File: src/rtl/bms_pkg.sv
// bitmap sorter package: sizes, state and command types
package bms_pkg;

   localparam int VALUE_BITS = 16;
   localparam int WORD_BITS  = 32;
   localparam int IN_BITS    = 16;
   localparam int OUT_BITS   = 16;
   localparam int BIT_BITS   = $clog2(WORD_BITS);
   localparam int NUM_WORDS  = ((2 ** VALUE_BITS) + WORD_BITS - 1) / WORD_BITS;
   localparam int WIDX_BITS  = $clog2(NUM_WORDS);
   localparam int PTR_BITS   = VALUE_BITS + 1;

   typedef logic [WORD_BITS-1:0] word_type;
   typedef logic [WIDX_BITS-1:0] widx_type;
   typedef logic [BIT_BITS-1:0]  bidx_type;
   typedef logic [PTR_BITS-1:0]  ptr_type;

   typedef enum logic [0:0] {
      KIND_INSERT = 1'b0,
      KIND_NEXT   = 1'b1
   } kind_type;

   typedef enum logic [2:0] {
      ST_CLEAR,
      ST_IDLE,
      ST_INS_WR,
      ST_SCAN,
      ST_RESULT
   } state_type;

   typedef struct packed {
      logic clear_step;
      logic accept;
      logic ins_write;
      logic scan_hit;
      logic scan_next;
      logic scan_miss;
      logic load_out;
   } cmd_type;

   typedef struct packed {
      logic clr_last;
      logic ptr_empty;
      logic hit;
      logic last_word;
      logic out_free;
   } status_type;

endpackage

File: src/rtl/bms_ctrl.sv
// bitmap sorter controller: state machine sequencing clear, insert and scan
module bms_ctrl (
   input  logic                clock,
   input  logic                reset,
   input  logic                req_valid,
   input  logic                req_kind,
   output logic                req_ready,
   input  bms_pkg::status_type status,
   output bms_pkg::cmd_type    cmd
);

   bms_pkg::state_type state_ff;
   bms_pkg::state_type state_in;

   always_ff @(posedge clock) begin
      if (reset) begin
         state_ff <= bms_pkg::ST_CLEAR;
      end else begin
         state_ff <= state_in;
      end
   end

   always_comb begin
      state_in  = state_ff;
      cmd       = '0;
      req_ready = 1'b0;
      case (state_ff)
         bms_pkg::ST_CLEAR: begin
            cmd.clear_step = 1'b1;
            if (status.clr_last) begin
               state_in = bms_pkg::ST_IDLE;
            end
         end
         bms_pkg::ST_IDLE: begin
            req_ready = 1'b1;
            if (req_valid) begin
               cmd.accept = 1'b1;
               if (req_kind == bms_pkg::KIND_INSERT) begin
                  state_in = bms_pkg::ST_INS_WR;
               end else if (status.ptr_empty) begin
                  cmd.scan_miss = 1'b1;
                  state_in      = bms_pkg::ST_RESULT;
               end else begin
                  state_in = bms_pkg::ST_SCAN;
               end
            end
         end
         bms_pkg::ST_INS_WR: begin
            cmd.ins_write = 1'b1;
            state_in      = bms_pkg::ST_IDLE;
         end
         bms_pkg::ST_SCAN: begin
            if (status.hit) begin
               cmd.scan_hit = 1'b1;
               state_in     = bms_pkg::ST_RESULT;
            end else if (status.last_word) begin
               cmd.scan_miss = 1'b1;
               state_in      = bms_pkg::ST_RESULT;
            end else begin
               cmd.scan_next = 1'b1;
            end
         end
         bms_pkg::ST_RESULT: begin
            if (status.out_free) begin
               cmd.load_out = 1'b1;
               state_in     = bms_pkg::ST_IDLE;
            end
         end
         default: begin
            state_in = bms_pkg::ST_CLEAR;
         end
      endcase
   end

endmodule

File: config.mk
export PLATFORM = sky130hd
export DESIGN_NAME = bms_ctrl
export DESIGN_NICKNAME = d
export VERILOG_FILES = /design/src/rtl/bms_pkg.sv /design/src/rtl/bms_ctrl.sv
export SDC_FILE = /design/constraint.sdc
export NUM_CORES = 1
export LEC_CHECK = 0
export BUFFER_PORTS_ARGS = -buffer_cell sky130_fd_sc_hd__buf_2
export CAP_MARGIN = 25
export CORE_AREA = 4 4 41 43
export DETAILED_ROUTE_END_ITERATION = 6
export DIE_AREA = 0 0 45 47
export GPL_TIMING_DRIVEN = 0
export HOLD_SLACK_MARGIN = 0.12
export SETUP_SLACK_MARGIN = 0.05
export SYNTH_ARGS = -nofsm -noshare
export SYNTH_HDL_FRONTEND = slang
export SYNTH_SLANG_ARGS = --single-unit
File: constraint.sdc
create_clock -name clock -period 1.95 [get_ports clock]
set_clock_uncertainty 0.05 [all_clocks]
set_input_delay 0.0975 -clock clock [delete_from_list [all_inputs] [get_ports clock]]
set_output_delay 0.0975 -clock clock [all_outputs]
set_load 0.01 [all_outputs]
==> impl_metrics.py <==
metrics = {
    "placement": {
        "gp_congestion": 0.727,
        "numPortBuffers": 16,
        "dp_hpwl_um": 609,
        "dp.cells": 67,
    },
    "worst_setup_path": {
        "cp-end-kind": "register",
        "reg2regPathDepth": 4,
        "r2r_slack_ps": 420,
        "crit_type": "register to register",
        "worst_ep_required_time_ps": 2010,
        "cp-start-kind": "register",
        "worstPathCellList": "buf_6 > mux2_4 > o31a_1 > mux2_1",
        "critPathArrivalTime_ps": 1590,
        "r2r-start": "state_ff[2]",
        "critPathMaxStageDelay_ps": 340,
        "worstReg2RegEnd": "state_ff[2]",
        "crit_fanout": 10,
        "slowest_stage": "dfxtp_1",
    },
    "timing": {
        "period_needed_ps": 1530,
        "period_share_pct": 78.6,
        "max_freq_mhz": 653,
        "maxSlewHeadroom_pct": 77.1,
        "rsz0062_at_grt": "no",
        "finalSetupViolCount": 0,
        "holdWs_ps": 132,
        "slew_violations": 0,
        "tns_ps": 0,
        "worstMarginPinSlew_ps": 334,
        "hold_viol": 0,
    },
    "final_layout": {
        "antenna_cells": 0,
        "regMostFlops": "state_ff",
        "largestRegisters": "state_ff: 3 flops",
        "nFillCells": 158,
        "multiInputGateArea_um2": 195,
        "synthToLayoutAreaGrowth_pct": 47.2,
        "drive_gt1_share_pct": 42.1,
        "finalNetCount": 67,
        "stdcell_count": 72,
        "largest_reg_flops": 3,
        "seqCellArea_um2": 60.1,
    },
    "floorplanning": {
        "die_area_um2": 2120,
        "chipWidth_um": 45,
        "pin_count": 17,
        "core_area_um2": 1300,
        "rows": 13,
        "start_util_pct": 22.0,
        "chipHeight_um": 47,
    },
    "power": {
        "power_frac_seq_pct": 27.9,
        "power.density_nw_per_um2": 579,
        "p_int_mw": 0.179,
        "pwr-share-clk_pct": 42.8,
        "swShare_pct": 26.8,
        "ir_drop_v": 0.000209,
        "leakagePower_nw": 0.207,
        "combPwrFrac_pct": 29.3,
        "p_sw_mw": 0.0655,
    },
    "clocking": {
        "numCtsBuffers": 3,
        "cts_tree": "built",
        "h-tree-depth": 1,
        "clock_path_buffers": 2,
        "cts.clk_slew.worst_paths_ps": 30,
        "root_buffer": "clkbuf_4",
        "ctsResizeCount": 0,
        "cts.sinks": 3,
        "insertion_delay_ps": 230,
    },
    "synthesis": {
        "yosys-top-cells-count": "a21oi_1 (4), dfxtp_1 (3), nand2_1 (3), nor2_1 (3), nor3_1 (3)",
        "ys_ff_latch": 3,
        "synth_area_um2": 287,
        "syn-num-nets": 45,
        "synth_area_per_cell_um2": 7.96,
        "ys_async_sr_fraction_pct": 0,
        "synth.most_common_cell": "a21oi_1",
        "ys_types": 23,
        "ys_top_cells_by_area": "dfxtp_1 (21%), buf_6 (7.9%), a21oi_1 (7.0%)",
        "syn_inst": 36,
        "yosys.area.top_type_share_pct": 21.0,
        "synth_area_leader_cell": "dfxtp_1",
        "synth_edf_count": 0,
        "synth-warning-count": 0,
        "ys_seq_area_share_pct": 21.0,
        "ys.flop_type": "dfxtp_1",
    },
    "grt": {
        "grt_pass1_wl_um": 1210,
        "grt_pass1_vias": 301,
        "grt_max_degree": 11,
        "grt_usage_pct": 7.97,
        "gr-total-overflow": 0,
        "antenna_found_initial": 0,
    },
    "route": {
        "wl_um": 746,
        "vias_per_cell": 4.67,
        "route.detailed.drc": 0,
        "drtPass1Iterations": 3,
        "routedWlPerCell_um": 10.4,
        "antenna_left": 0,
        "drt_iter0_drc": 4,
        "dr_total_vias": 336,
    },
    "min_path": {
        "hold_class": "input pin to register",
        "whs_endpoint": "state_ff[1]",
        "holdPathStages": 4,
        "holdCritStartpoint": "req_kind",
    },
    "run": {
        "maxCapViolCount": 0,
    },
    "outcome": {
        "outcome": "finished, final reports clean",
    },
}
-- cell usage in the layout, fill, tap and decap left out, types with 2 or more instances in the layout --
master     n
a21oi_1    4
nand2_1    3
nor2_1     3
buf_2     17
buf_6      2
clkbuf_4   3
nor2b_1    2
dfxtp_1    3
nor3_1     3
-- metrics by stage --
stage / total power [mW] / worst slack (ps) / instance area [um^2] / utilization [%]
6_report: 0.244 / 418 / 422 / 32.4
3_3_place_gp: 0.139 / 451 / 385 / 29.6
3_5_place_dp: 0.140 / 418 / 385 / 29.6
4_1_cts: 0.250 / 413 / 422 / 32.4
2_1_floorplan: 0.114 / 499 / 287 / -
5_1_grt: 0.265 / 365 / 422 / 32.4
-- per-layer routing --
layer  GRT usage (%)  vias to the layer above  wire length (um)
met2            12.7                       10               349
met4            5.26                        0                 0
met3            2.68                        0                55
met5               0                        -                 0
met1            9.05                      147               341
li1                -                      179                 -
-- final cells by class --
cell class | count | share of cell area (%)
buffer | 3 | 6.53
clock buffer | 4 | 6.23
inverter | 1 | 0.890
multi-input combinational | 29 | 46.3
sequential | 3 | 14.2
tap | 15 | 4.45
timing repair buffer | 17 | 21.4
-- what timing repair did --
item | 4_1_cts | 5_1_grt
endpoints found under the hold margin | 2 | 0
hold buffers | 1 | 0
endpoints found under the setup margin | 0 | 0
setup buffers | 0 | 0
-- cells by family (layout without fill, tap and decap cells) --
kind of cell	Yosys count	count (layout)	share of synthesized area (%)
flip-flops	3	3	21.0
buffers and inverters	4	25	10.9
AND/OR/NAND/NOR	20	20	42.8
AO/OA/AOI/OAI	7	7	16.2
multiplexers	2	2	9.17
-- power groups by stage --
stage	clock, mW	combinational [mW]	sequential, mW
floorplan	0	0.0454	0.0686
global placement	0	0.0702	0.0689
detailed placement	0	0.0711	0.0692
CTS	0.109	0.0728	0.0682
global route	0.115	0.0813	0.0687
finish	0.104	0.0716	0.0682
-- worst max path at each step --
stage / from / cells past startpoint / to / slack, ps
6_report: state_ff[2] / 4 / state_ff[2] / 420
4_1_cts: state_ff[2] / 4 / state_ff[2] / 410
5_1_grt: state_ff[2] / 4 / state_ff[0] / 370
3_3_place_gp: state_ff[2] / 4 / state_ff[2] / 450
2_1_floorplan: state_ff[2] / 4 / state_ff[2] / 500
3_5_place_dp: state_ff[2] / 4 / state_ff[2] / 420
-- worst max-delay path: cells and delay by family, from the launching register on --
family          cells  cell delay (ps)
compound gates      1              260
buf+inv             1              140
flops               1              340
mux                 2              630
No activity file was read; power rests on OpenSTA's default activity.
